[src/rtl/core/assert_macros.svh]
// ---------------------------------------------------------------------------
// assert_macros.svh
// Assertion shorthands for the nibble sequencer RTL.
// ---------------------------------------------------------------------------
`ifndef ASSERT_MACROS_SVH
`define ASSERT_MACROS_SVH

// Checked on every clock edge outside reset.
`define HDNS_ASSERT(name, prop, msg) \
    name: assert property (@(posedge clk) disable iff (!rst_n) prop) else $error(msg);

// Checked on every clock edge, reset included.
`define HDNS_ASSERT_ALWAYS(name, prop, msg) \
    name: assert property (@(posedge clk) prop) else $error(msg);

`endif

[src/rtl/core/hdns_pkg.sv]
// ---------------------------------------------------------------------------
// hdns_pkg
// Types, codes and tables for the HD44780 4-bit nibble sequencer.
// ---------------------------------------------------------------------------
package hdns_pkg;

    // Request item
    typedef struct packed {
        logic [2:0]  cmd;
        logic [7:0]  byte_value;
        logic [1:0]  line;
        logic [5:0]  column;
        logic [14:0] number;
    } req_t;

    // Transfer item
    typedef struct packed {
        logic [13:0] delay_before_us;
        logic [3:0]  nibble;
        logic        rs;
        logic [15:0] delay_after_us;
        logic        last;
    } xfer_t;

    typedef enum logic [2:0] {
        CMD_INIT     = 3'd0,
        CMD_COMMAND  = 3'd1,
        CMD_DATA     = 3'd2,
        CMD_POSITION = 3'd3,
        CMD_NUMBER   = 3'd4
    } cmd_t;

    // Config register indexes (the enable pulse timing is handled by the
    // bus driver downstream and not stored here)
    typedef enum logic [1:0] {
        CFG_PULSE_HALF   = 2'd0,
        CFG_CHAR_WAIT    = 2'd1,
        CFG_COMMAND_WAIT = 2'd2
    } cfg_index_t;

    // Display lines that set position acts on
    localparam logic [1:0] LINE_TOP    = 2'd0;
    localparam logic [1:0] LINE_BOTTOM = 2'd1;

    localparam logic [15:0] CHAR_WAIT_RESET    = 16'd80;
    localparam logic [15:0] COMMAND_WAIT_RESET = 16'd2000;

    localparam int unsigned QUEUE_DEPTH_DEFAULT = 2;

    localparam logic [13:0] INIT_FIRST_WAIT_US = 14'd15000;
    localparam logic [16:0] INIT_TAIL_EXTRA_US = 17'd15;
    localparam logic [7:0]  LINE0_BASE         = 8'h80;
    localparam logic [7:0]  LINE1_BASE         = 8'hC0;
    localparam logic [3:0]  ASCII_DIGIT_HI     = 4'h3;   // '0'..'9' = 0x30..0x39
    localparam logic [3:0]  LAST_STEP_LONG     = 4'd9;
    localparam logic [3:0]  LAST_STEP_BYTE     = 4'd1;

    typedef enum logic [1:0] {
        JOB_INIT   = 2'd0,
        JOB_BYTE   = 2'd1,
        JOB_NUMBER = 2'd2
    } job_kind_t;

    typedef struct packed {
        job_kind_t   kind;
        logic [7:0]  byte_value;
        logic        rs;
        logic [14:0] number;
    } job_t;

    // Front -> queue write
    typedef struct packed {
        logic push;
        job_t job;
    } job_push_t;

    typedef struct packed {
        logic [3:0]  nibble;
        logic [13:0] fixed_wait;
        logic        use_cmd_wait;
        logic        use_tail;
    } init_entry_t;

    typedef struct packed {
        logic [3:0]  digit;
        logic [14:0] rem;
    } digit_t;

    function automatic logic [3:0] last_step_of(input job_kind_t kind);
        logic [3:0] res;
        unique case (kind)
            JOB_INIT:   res = LAST_STEP_LONG;
            JOB_BYTE:   res = LAST_STEP_BYTE;
            JOB_NUMBER: res = LAST_STEP_LONG;
            default:    res = LAST_STEP_BYTE;
        endcase
        return res;
    endfunction

    // Wake-up 3,3,3,2 then 0x28, 0x0C, 0x01 as nibble pairs
    function automatic init_entry_t init_entry(input logic [3:0] step);
        init_entry_t e;
        e = '0;
        unique case (step)
            4'd0:    begin e.nibble = 4'h3; e.fixed_wait = 14'd5000;  end
            4'd1:    begin e.nibble = 4'h3; e.fixed_wait = 14'd160;   end
            4'd2:    begin e.nibble = 4'h3; e.fixed_wait = 14'd160;   end
            4'd3:    begin e.nibble = 4'h2; e.fixed_wait = 14'd10000; end
            4'd4:    e.nibble = 4'h2;
            4'd5:    begin e.nibble = 4'h8; e.use_cmd_wait = 1'b1; end
            4'd6:    e.nibble = 4'h0;
            4'd7:    begin e.nibble = 4'hC; e.use_cmd_wait = 1'b1; end
            4'd8:    e.nibble = 4'h0;
            4'd9:    begin e.nibble = 4'h1; e.use_tail = 1'b1; end
            default: e = '0;
        endcase
        return e;
    endfunction

    function automatic logic [13:0] pow10(input logic [2:0] idx);
        logic [13:0] p;
        unique case (idx)
            3'd0:    p = 14'd10000;
            3'd1:    p = 14'd1000;
            3'd2:    p = 14'd100;
            3'd3:    p = 14'd10;
            default: p = 14'd1;
        endcase
        return p;
    endfunction

    // One decimal digit: compare against the nine multiples in parallel
    function automatic digit_t digit_step(input logic [14:0] rem, input logic [2:0] idx);
        logic [16:0] p;
        logic [16:0] r;
        logic [16:0] take;
        logic [3:0]  d;
        digit_t      res;
        p    = {3'b000, pow10(idx)};
        r    = {2'b00, rem};
        take = '0;
        d    = '0;
        for (int k = 1; k <= 9; k++) begin
            if (r >= p * 17'(k)) begin
                d    = 4'(k);
                take = p * 17'(k);
            end
        end
        res.digit = d;
        res.rem   = 15'(r - take);
        return res;
    endfunction

endpackage

[src/rtl/core/hdns_front.sv]
// ---------------------------------------------------------------------------
// hdns_front
// Accepts requests and turns each into a job for the transfer sequencer.
// ---------------------------------------------------------------------------
module hdns_front (
    input  logic              req_valid,
    input  hdns_pkg::req_t    req,
    input  logic              queue_full,
    output hdns_pkg::job_push_t push
);
    import hdns_pkg::*;

    logic accept;
    logic has_job;
    job_t job;

    assign accept = req_valid && !queue_full;

    always_comb
    begin
        has_job        = 1'b1;
        job.kind       = JOB_BYTE;
        job.byte_value = req.byte_value;
        job.rs         = 1'b0;
        job.number     = req.number;
        unique case (req.cmd)
            CMD_INIT:    job.kind = JOB_INIT;
            CMD_COMMAND: job.rs = 1'b0;
            CMD_DATA:    job.rs = 1'b1;
            CMD_POSITION:
            begin
                // lines 2 and 3 are dropped
                if (req.line == LINE_TOP)
                    job.byte_value = LINE0_BASE + {2'b00, req.column};
                else if (req.line == LINE_BOTTOM)
                    job.byte_value = LINE1_BASE + {2'b00, req.column};
                else
                    has_job = 1'b0;
            end
            CMD_NUMBER:
            begin
                job.kind = JOB_NUMBER;
                job.rs   = 1'b1;
            end
            default:     has_job = 1'b0;
        endcase
    end

    assign push.push = accept && has_job;
    assign push.job  = job;

endmodule

[src/rtl/core/hdns_queue.sv]
// ---------------------------------------------------------------------------
// hdns_queue
// Short job queue between the request front and the transfer sequencer.
// ---------------------------------------------------------------------------
module hdns_queue #(
    parameter int unsigned DEPTH = hdns_pkg::QUEUE_DEPTH_DEFAULT
) (
    input  logic                clk,
    input  logic                rst_n,
    input  hdns_pkg::job_push_t push,
    output logic                full,
    input  logic                pop,
    output logic                q_valid,
    output hdns_pkg::job_t      q_job
);
    import hdns_pkg::*;

    localparam int unsigned PTR_W = (DEPTH > 1) ? $clog2(DEPTH) : 1;
    localparam int unsigned CNT_W = $clog2(DEPTH + 1);
    localparam logic [PTR_W-1:0] PTR_LAST = PTR_W'(DEPTH - 1);
    localparam logic [CNT_W-1:0] CNT_FULL = CNT_W'(DEPTH);

    job_t             slot_reg [DEPTH];
    logic [PTR_W-1:0] wr_ptr_reg, wr_ptr_next;
    logic [PTR_W-1:0] rd_ptr_reg, rd_ptr_next;
    logic [CNT_W-1:0] count_reg, count_next;

    assign full    = (count_reg == CNT_FULL);
    assign q_valid = (count_reg != '0);
    assign q_job   = slot_reg[rd_ptr_reg];

    always_comb
    begin
        wr_ptr_next = wr_ptr_reg;
        rd_ptr_next = rd_ptr_reg;
        count_next  = count_reg;
        if (push.push)
            wr_ptr_next = (wr_ptr_reg == PTR_LAST) ? '0 : wr_ptr_reg + 1'b1;
        if (pop)
            rd_ptr_next = (rd_ptr_reg == PTR_LAST) ? '0 : rd_ptr_reg + 1'b1;
        if (push.push && !pop)
            count_next = count_reg + 1'b1;
        else if (pop && !push.push)
            count_next = count_reg - 1'b1;
    end

    always_ff @(posedge clk or negedge rst_n)
    begin
        if (!rst_n)
        begin
            wr_ptr_reg <= '0;
            rd_ptr_reg <= '0;
            count_reg  <= '0;
        end
        else
        begin
            wr_ptr_reg <= wr_ptr_next;
            rd_ptr_reg <= rd_ptr_next;
            count_reg  <= count_next;
        end
    end

    always_ff @(posedge clk)
    begin
        if (push.push)
            slot_reg[wr_ptr_reg] <= push.job;
    end

endmodule

[src/rtl/core/hdns_back.sv]
// ---------------------------------------------------------------------------
// hdns_back
// Transfer sequencer: steps through a job, one nibble transfer per cycle unless xfer_stall holds it.
// ---------------------------------------------------------------------------
`include "assert_macros.svh"

module hdns_back (
    input  logic              clk,
    input  logic              rst_n,
    input  logic [15:0]       char_wait_us,
    input  logic [15:0]       command_wait_us,
    input  logic              q_valid,
    input  hdns_pkg::job_t    q_job,
    output logic              q_pop,
    output logic              xfer_valid,
    input  logic              xfer_stall,
    output hdns_pkg::xfer_t   xfer
);
    import hdns_pkg::*;

    logic        busy_reg, busy_next;
    logic [3:0]  step_reg, step_next;
    job_t        job_reg, job_next;
    logic [14:0] rem_reg, rem_next;
    logic [3:0]  digit_reg, digit_next;
    logic        xfer_valid_reg, xfer_valid_next;
    xfer_t       xfer_reg, xfer_next;

    logic        issue;
    logic        at_last;
    xfer_t       cur;
    init_entry_t ie;
    digit_t      ds;
    logic [16:0] tail_sum;
    logic [15:0] tail_wait;

    assign issue   = busy_reg && (!xfer_valid_reg || !xfer_stall);
    assign at_last = (step_reg == last_step_of(job_reg.kind));
    assign q_pop   = q_valid && (!busy_reg || (issue && at_last));

    // init tail wait saturates at the 16-bit limit
    assign tail_sum  = {1'b0, command_wait_us} + INIT_TAIL_EXTRA_US;
    assign tail_wait = tail_sum[16] ? 16'hFFFF : tail_sum[15:0];

    assign ie = init_entry(step_reg);
    assign ds = digit_step(rem_reg, step_reg[3:1]);

    always_comb
    begin
        cur      = '0;
        cur.last = at_last;
        unique case (job_reg.kind)
            JOB_INIT:
            begin
                cur.nibble          = ie.nibble;
                cur.delay_before_us = (step_reg == '0) ? INIT_FIRST_WAIT_US : '0;
                if (ie.use_tail)
                    cur.delay_after_us = tail_wait;
                else if (ie.use_cmd_wait)
                    cur.delay_after_us = command_wait_us;
                else
                    cur.delay_after_us = {2'b00, ie.fixed_wait};
            end
            JOB_BYTE:
            begin
                cur.rs     = job_reg.rs;
                cur.nibble = step_reg[0] ? job_reg.byte_value[3:0] : job_reg.byte_value[7:4];
                if (step_reg[0])
                    cur.delay_after_us = job_reg.rs ? char_wait_us : command_wait_us;
            end
            JOB_NUMBER:
            begin
                cur.rs             = 1'b1;
                cur.nibble         = step_reg[0] ? digit_reg : ASCII_DIGIT_HI;
                cur.delay_after_us = step_reg[0] ? char_wait_us : '0;
            end
            default: cur = '0;
        endcase
    end

    always_comb
    begin
        busy_next       = busy_reg;
        step_next       = step_reg;
        job_next        = job_reg;
        rem_next        = rem_reg;
        digit_next      = digit_reg;
        xfer_valid_next = xfer_valid_reg;
        xfer_next       = xfer_reg;

        if (issue)
        begin
            xfer_valid_next = 1'b1;
            xfer_next       = cur;
            step_next       = step_reg + 1'b1;
            // digit is found when the high nibble issues, held in digit_reg, sent with the low nibble
            if (job_reg.kind == JOB_NUMBER && !step_reg[0])
            begin
                digit_next = ds.digit;
                rem_next   = ds.rem;
            end
            if (at_last)
                busy_next = 1'b0;
        end
        else if (!xfer_stall)
        begin
            xfer_valid_next = 1'b0;
        end

        if (q_pop)
        begin
            busy_next = 1'b1;
            job_next  = q_job;
            step_next = '0;
            rem_next  = q_job.number;
        end
    end

    always_ff @(posedge clk or negedge rst_n)
    begin
        if (!rst_n)
        begin
            busy_reg       <= 1'b0;
            step_reg       <= '0;
            xfer_valid_reg <= 1'b0;
        end
        else
        begin
            busy_reg       <= busy_next;
            step_reg       <= step_next;
            xfer_valid_reg <= xfer_valid_next;
        end
    end

    always_ff @(posedge clk)
    begin
        job_reg   <= job_next;
        rem_reg   <= rem_next;
        digit_reg <= digit_next;
        xfer_reg  <= xfer_next;
    end

    assign xfer_valid = xfer_valid_reg;
    assign xfer       = xfer_reg;

    `HDNS_ASSERT(a_step_in_range, busy_reg |-> (step_reg <= last_step_of(job_reg.kind)), "step past end of job")
    `HDNS_ASSERT(a_digit_range, (busy_reg && job_reg.kind == JOB_NUMBER && step_reg[0]) |-> (digit_reg <= 4'd9), "decimal digit out of range")
    `HDNS_ASSERT(a_idle_after_last, (issue && at_last && !q_valid) |=> !busy_reg, "sequencer stayed busy after last transfer")
    `HDNS_ASSERT_ALWAYS(a_pop_needs_job, q_pop |-> q_valid, "pop from empty job queue")

endmodule

[src/rtl/core/hd44780_nibble_sequencer.sv]
// An accepted request goes via a queue slot and the job register to its transfers.
// One transfer per cycle leaves the output register unless xfer_stall holds it;
//   init and number jobs give 10 transfers, byte and position 2, dropped none.
// Requests keep coming while the job queue has room (QUEUE_DEPTH jobs).
// Reset (rst_n, async, active low) empties the queue, idles the sequencer
//   and loads the wait registers with 80 us (char) and 2000 us (command).
// ---------------------------------------------------------------------------
// hd44780_nibble_sequencer
// Turns display requests into the 4-bit transfer run of an HD44780 display.
// ---------------------------------------------------------------------------
module hd44780_nibble_sequencer #(
    parameter int unsigned QUEUE_DEPTH = hdns_pkg::QUEUE_DEPTH_DEFAULT
) (
    input  logic             clk,
    input  logic             rst_n,

    // config write port
    input  logic             cfg_we,
    input  logic [1:0]       cfg_addr,
    input  logic [15:0]      cfg_wdata,

    // request channel
    input  logic             req_valid,
    output logic             req_stall,
    input  hdns_pkg::req_t   req,

    // transfer channel
    output logic             xfer_valid,
    input  logic             xfer_stall,
    output hdns_pkg::xfer_t  xfer
);
    import hdns_pkg::*;

    // Config. Index 0 (enable pulse half period) is accepted and dropped:
    // pulse timing belongs to the pin driver, no transfer field carries it.
    logic [15:0] char_wait_reg;
    logic [15:0] command_wait_reg;

    always_ff @(posedge clk or negedge rst_n)
    begin
        if (!rst_n)
        begin
            char_wait_reg    <= CHAR_WAIT_RESET;
            command_wait_reg <= COMMAND_WAIT_RESET;
        end
        else if (cfg_we)
        begin
            if (cfg_addr == CFG_CHAR_WAIT)
                char_wait_reg <= cfg_wdata;
            if (cfg_addr == CFG_COMMAND_WAIT)
                command_wait_reg <= cfg_wdata;
        end
    end

    // Front: classify each request into a job (init, byte, number) or drop
    // it (unknown cmd, position on lines 2/3). Stall only when queue is full.
    job_push_t push;
    logic      queue_full;

    hdns_front u_front (
        .req_valid  (req_valid),
        .req        (req),
        .queue_full (queue_full),
        .push       (push)
    );

    assign req_stall = queue_full;

    // Queue decouples request intake from the slow transfer run.
    logic q_valid;
    logic q_pop;
    job_t q_job;

    hdns_queue #(
        .DEPTH (QUEUE_DEPTH)
    ) u_queue (
        .clk     (clk),
        .rst_n   (rst_n),
        .push    (push),
        .full    (queue_full),
        .pop     (q_pop),
        .q_valid (q_valid),
        .q_job   (q_job)
    );

    // Back: steps through a job, one transfer per cycle unless xfer_stall holds it, into an output
    // register; next job is picked up on the cycle of the last transfer.
    hdns_back u_back (
        .clk             (clk),
        .rst_n           (rst_n),
        .char_wait_us    (char_wait_reg),
        .command_wait_us (command_wait_reg),
        .q_valid         (q_valid),
        .q_job           (q_job),
        .q_pop           (q_pop),
        .xfer_valid      (xfer_valid),
        .xfer_stall      (xfer_stall),
        .xfer            (xfer)
    );

endmodule
[config.mk]
export PLATFORM = sky130hd
export DESIGN_NAME = hd44780_nibble_sequencer
export DESIGN_NICKNAME = d
export VERILOG_FILES = /design/src/rtl/core/hdns_pkg.sv /design/src/rtl/core/hdns_front.sv /design/src/rtl/core/hdns_queue.sv /design/src/rtl/core/hdns_back.sv /design/src/rtl/core/hd44780_nibble_sequencer.sv
export VERILOG_INCLUDE_DIRS = /design/src /design/src/rtl/core
export SDC_FILE = /design/constraint.sdc
export NUM_CORES = 1
export LEC_CHECK = 0
export ABC_AREA = 1
export BUFFER_PORTS_ARGS = -buffer_cell sky130_fd_sc_hd__buf_2
export CORE_MARGIN = 1.5
export CORE_UTILIZATION = 57
export DETAILED_ROUTE_END_ITERATION = 10
export GPL_ROUTABILITY_DRIVEN = 0
export PLACE_DENSITY = 0.76
export SLEW_MARGIN = 30
export SYNTH_ARGS = -nofsm -noshare
export SYNTH_HDL_FRONTEND = slang
export SYNTH_SLANG_ARGS = --single-unit
[constraint.sdc]
create_clock -name clk -period 16.5 [get_ports clk]
set_clock_uncertainty 0.1 [all_clocks]
set_input_delay 3.3 -clock clk [delete_from_list [all_inputs] [get_ports clk]]
set_output_delay 3.3 -clock clk [all_outputs]
set_load 0.03 [all_outputs]
* Word-level counts from Yosys, hierarchy flattened
Memories as Yosys holds them, arrays and structs flattened.
Cells that the tools add are included.
** Operators by class
- Add/subtract/negate cells :: 9
- Multiply operators :: 5
- Magnitude comparators :: 9
- Equal/unequal tests :: 22
- Mux-type cells :: 59
- Reduce and logical (&&, ||, !) cells :: 41
** Operator list (number)
- 15-bit 2-to-1 mux :: 11
- 16-bit 2-to-1 mux :: 6
- 15-bit by 17-bit >= comparator with 1-bit output :: 5
- 14-bit one-hot mux with 4 select lines :: 1
- 16-bit one-hot mux with 3 select lines :: 1
- 14-bit one-hot mux with 3 select lines :: 1
- 14-bit by 3-bit multiplier with 17-bit output (second input constant) :: 2
- 15-bit by 16-bit >= comparator with 1-bit output :: 2
- 14-bit by 2-bit multiplier with 16-bit output (second input constant) :: 2
- 14-bit 2-to-1 mux :: 2
- 8-bit 2-to-1 mux :: 3
- 4-bit 2-to-1 mux :: 5
- 4-bit one-hot mux with 5 select lines :: 1
- 16-bit by 4-bit adder with 17-bit output (second input constant) :: 1
- 14-bit by 4-bit multiplier with 17-bit output (second input constant) :: 1
- 1-bit 2-to-1 mux :: 16
- 15-bit by 14-bit >= comparator with 1-bit output :: 1
- 15-bit >= comparator :: 1
- 15-bit subtractor :: 1
- 3-bit by 2-bit == test with 1-bit output (second input constant) :: 4
- 4-bit by 3-bit == test with 1-bit output (second input constant) :: 3
- 3-bit 2-to-1 mux :: 4
- 4-bit one-hot mux with 3 select lines :: 1
- 2-bit OR reduction :: 6
- 28 further kinds :: 64
** Word-level totals
- Flip-flop bits (word level) :: 108
- Memory bits (writable) :: 52
- Input bits :: 57
- Output and inout port bits :: 38
- Word-level logic and storage cells :: 165
- Memories kept :: 1
** Memory list
- u_queue.slot_reg :: words 2, width 26, read ports 1, clocked after memory_dff 0, write ports 1, RTL line hdns_queue.sv:23 : job_t slot_reg [DEPTH];

* Depth between registers and ports, before layout
- Depth after elaboration :: 16
- Depth in mapped cells :: 42
- Depth with buffers taken out :: 41

* Hierarchy
From an unflattened synthesis, not the netlist that was laid out.
** Unflattened totals
- Cell total of the unflattened synthesis :: 1723
- Area, all modules :: 13554.2 um2
** Modules (own cells, without submodules)
- hdns_back :: instances 1, cells each 1395, area each 9560.4 um2, seq. area each 1741.7 um2
- hdns_queue :: instances 1, cells each 106, area each 2183.3 um2, seq. area each 1661.6 um2
- hd44780_nibble_sequencer :: instances 1, cells each 144, area each 1441.4 um2, seq. area each 810.8 um2
- hdns_front :: instances 1, cells each 78, area each 369.1 um2, seq. area each 0.0 um2

* Worst setup path after synthesis
OpenSTA, ideal clock, no wires.
- Path type :: register -> register
- From :: register u_back.step_reg[3]
- To :: register u_back.rem_reg[14], data pin
- Library setup time :: 0.254 ns
- Arrival time :: 5.943 ns
- Data required time :: 16.146 ns
- Slack :: 10.203 ns
- Stages on the path, launching flop included :: 36
- Path buffers :: 3
- Period minus slack after synthesis :: 6.297 ns
- Cells stage by stage :: dfrtp_1 > buf_6 > nor2_8 > buf_1 > nand2_1 > fa_1 > inv_1 > fa_1 > a21oi_1 > o21ai_0 > a21oi_1 > nor2_1 > nor2_1 > xor2_1 > ha_1 > nand2_1 > nor4_1 > o21ai_0 > nand4_4 > buf_6 > o21ai_1 > a21oi_1 > ha_1 > inv_1 > fa_1 > nand3_1 > nand2_1 > nand3_1 > nand3_1 > nand2_1 > nand2_1 > a21oi_1 > inv_1 > nand3_1 > nand2_1 > a21o_1
** Between the ends
- Word-level cells in the longest chain between the ends :: 16
- Elaborated cells between the ends (all ways) :: 36
- Those cells by class :: 1 x add/sub; 5 x mul; 9 x order compare; 4 x eq/ne; 13 x mux; 4 x reduce/logical
** RTL lines
- start: declaration :: RTL line hdns_back.sv:22 : logic [3:0] step_reg, step_next;
- start signal: assignment :: RTL line hdns_back.sv:130 : step_reg <= step_next;
- branches (longest 15 deep; another with 14-bit by 2-bit multiplier with 16-bit output)
- 15-bit 2-to-1 mux (*) :: RTL line hdns_back.sv:110 : if (q_pop)
- net u_back.rem_next[14] :: RTL line hdns_back.sv:24 : logic [14:0] rem_reg, rem_next;
- end signal: assignment :: RTL line hdns_back.sv:138 : rem_reg <= rem_next;
- end: declaration :: RTL line hdns_back.sv:24
Mark *: on every way through the listed nets, which the timed path passes. The select of a mux whose other input is x is not followed.
A chain may end at the register's enable or synchronous reset.

* Worst setup path after layout
Ends and elaborated chain as after synthesis.

==> results.yml <==
status:
  status: "finished, final reports clean"
sta:
  relSlewSlack: 0.330
  layout_min_cycle_time_ps: 8400
  worstMarginPinSlew_ps: 1010
  setup_viol: 0
  rsz0062_at_grt: "false"
  final_max_slew_viol_count: 0
  finalSetupTns_ps: 0
  hold_viol: 0
  max_freq_mhz: 119
  period_share: 0.509
logic_synthesis:
  synth_flop_cell: "edfxtp_1"
  synthCells: 1633
  synthDistinctLibCells: 55
  ys_seq_area_frac: 0.334
  ys_ff_latch: 147
  synth_area_per_cell_um2: 7.73
  ys_warn_count: 0
  syn-cell-area_mm2: 0.0126
  synth_edf_count: 105
  synthArstFlopShare: 0.286
global_route:
  antenna_found_initial: 1
  grt_pass1_vias: 10800
  grtUsageTotal: 0.314
  grt_pass1_wl_um: 55200
  grt_overflow: 0
  grt_max_degree: 43
flow_run:
  max-cap-violations: 0
floorplanning:
  placementRows: 54
  core-area_mm2: 0.0218
  ios: 95
  die_h_um: 152
  start_util: 0.580
  dieArea_mm2: 0.0230
  die_x_um: 152
critical_path:
  critPathKind: "reg2reg"
  cp.required_ps: 16580
  r2r-start: "u_back.step_reg[3]"
  critPathMaxFanout: 17
  crit_start: "u_back.step_reg[3]"
  crit_slowest_cell: "nor2_1"
  cp_slowest_stage_delay_ps: 790
  cpMostUsedCell: "nand2_1"
  crit_arrival_ps: 8490
  crit_path_start_kind: "register"
  end_kind: "register"
placement:
  io_buffers: 87
  dpl.hpwl_um: 26500
layout:
  drive_gt1_frac: 0.108
  n_antenna_cell: 0
  fin_util: 0.634
  largest_register_ffs: 52
  fin_nets: 1922
  area_delta_synth_final_pct: 9.40
clocking:
  cts_setup_buffers: 0
  cts_buffers: 17
  htreeDepth: 4
  ctsResizeCount: 0
  cts_tree: "built"
  ctsLongestPathBuffers: 2
  path_clk_slew_ps: 70
  cts_hold_buf: 0
  cts.sinks: 147
  clk_latency_ps: 430
  root_buffer: "clkbuf_16"
routing:
  ant_nets: 0
  routed_wirelength_um: 35400
  via_count: 11900
  drtIter0Drc: 1334
  via_per_inst: 5.96
  firstDrtPassIters: 6
  post_drt_wl_per_cell_um: 17.7
  drc: 0
min_path:
  min_from: "char_wait_reg[13]"
  hold_path_class: "reg2reg"
Yosys cell counts, drive strengths merged, types with 3 or more instances:
cell type	n	share of area
a21oi	138	0.055
o21a	8	0.0048
o211ai	8	0.0048
o31ai	3	0.0018
nor3	23	0.0099
ha	154	0.15
xnor2	4	0.0028
nand3	80	0.033
inv	195	0.058
clkinv	5	0.0016
nand2	423	0.13
a211oi	4	0.0024
a21boi	5	0.0030
edfxtp	105	0.25
clkbuf	20	0.0059
a21o	11	0.0065
buf	35	0.020
dfstp	8	0.017
nor4	4	0.0020
fa	8	0.013
nor2	116	0.039
a31oi	12	0.0059
a2bb2oi	4	0.0038
xor2	31	0.022
dfrtp	34	0.067
or2	8	0.0040
o22ai	14	0.0069
o21ai	125	0.050
mux2	7	0.0062
nand4	32	0.020
layout make-up:
class / count / area, µm²
fill: 1896 / 7950
sequential: 147 / 4210
inverter: 200 / 752
timing repair buffer: 93 / 483
tap: 280 / 350
clock inverter: 15 / 190
multi-input combinational: 1244 / 7390
clock buffer: 17 / 425
path summary, 6_finish.rpt:
path	depth (start not counted)	end	slack (ps)
hold / removal	2	char_wait_reg[13]	390
setup reg to reg	33	u_back.rem_reg[14]	8100
max in group asynchronous	1	u_queue.count_reg[1]	13150
hold reg to reg	2	char_wait_reg[13]	390
setup / recovery	33	u_back.rem_reg[14]	8100
min in group asynchronous	1	char_wait_reg[2]	2760
metrics by stage:
| step | setup slack [ps] | std cells | cell area [µm²] | hold WS [ps] |
|---|---|---|---|---|
| 2_1_floorplan | 10200 | 1646 | 12700 | 353 |
| 3_5_place_dp | 8340 | 1964 | 13200 | 374 |
| 5_1_grt | 7640 | 1996 | 13800 | 421 |
| 4_1_cts | 8300 | 1996 | 13800 | 391 |
| 6_report | 8100 | 1996 | 13800 | 390 |
| 3_3_place_gp | 8400 | 1964 | 13200 | 366 |
cells by family (layout without fill, tap and decap cells):
family | count (synthesis) | count (layout) | share of synthesized area
muxes | 7 | 7 | 0.00625
adders and majority gates | 162 | 162 | 0.165
buffers and inverters | 255 | 325 | 0.0853
and+or+nand+nor | 687 | 687 | 0.235
AOI/OAI and AO/OA | 338 | 338 | 0.149
xor gates and xnor gates | 35 | 35 | 0.0243
other | 2 | 15 | 0.000595
DFF | 147 | 147 | 0.334
placed cells by master (no fill, tap or decap), drive strengths merged, types with 17 or more instances in the layout:
| cell | n |
|---|---|
| a21oi | 138 |
| o21ai | 125 |
| ha | 154 |
| nand4 | 32 |
| nor3 | 23 |
| inv | 202 |
| edfxtp | 105 |
| buf | 93 |
| dfrtp | 34 |
| nor2 | 116 |
| nand2 | 423 |
| nand3 | 80 |
| xor2 | 31 |
| clkbuf | 17 |
worst max-delay path, delay by kind of cell (launching register included):
| family | cells | cell delay (ps) |
|---|---|---|
| DFF | 1 | 630 |
| AOI/OAI and AO/OA | 5 | 910 |
| adders and majority gates | 5 | 1740 |
| buffers and inverters | 5 | 750 |
| and+or+nand+nor | 18 | 4000 |
metal layers:
layer	vias up	wire, µm	global-route usage
met2	684	15200	0.477
li1	5650	-	-
met3	132	4040	0.0584
met1	5424	14800	0.439
met5	-	9	0
met4	2	1330	0.128
Power is left out: the tool's default activity adds up to more than one toggle a clock period on the data nets, which glitch-free logic cannot reach.
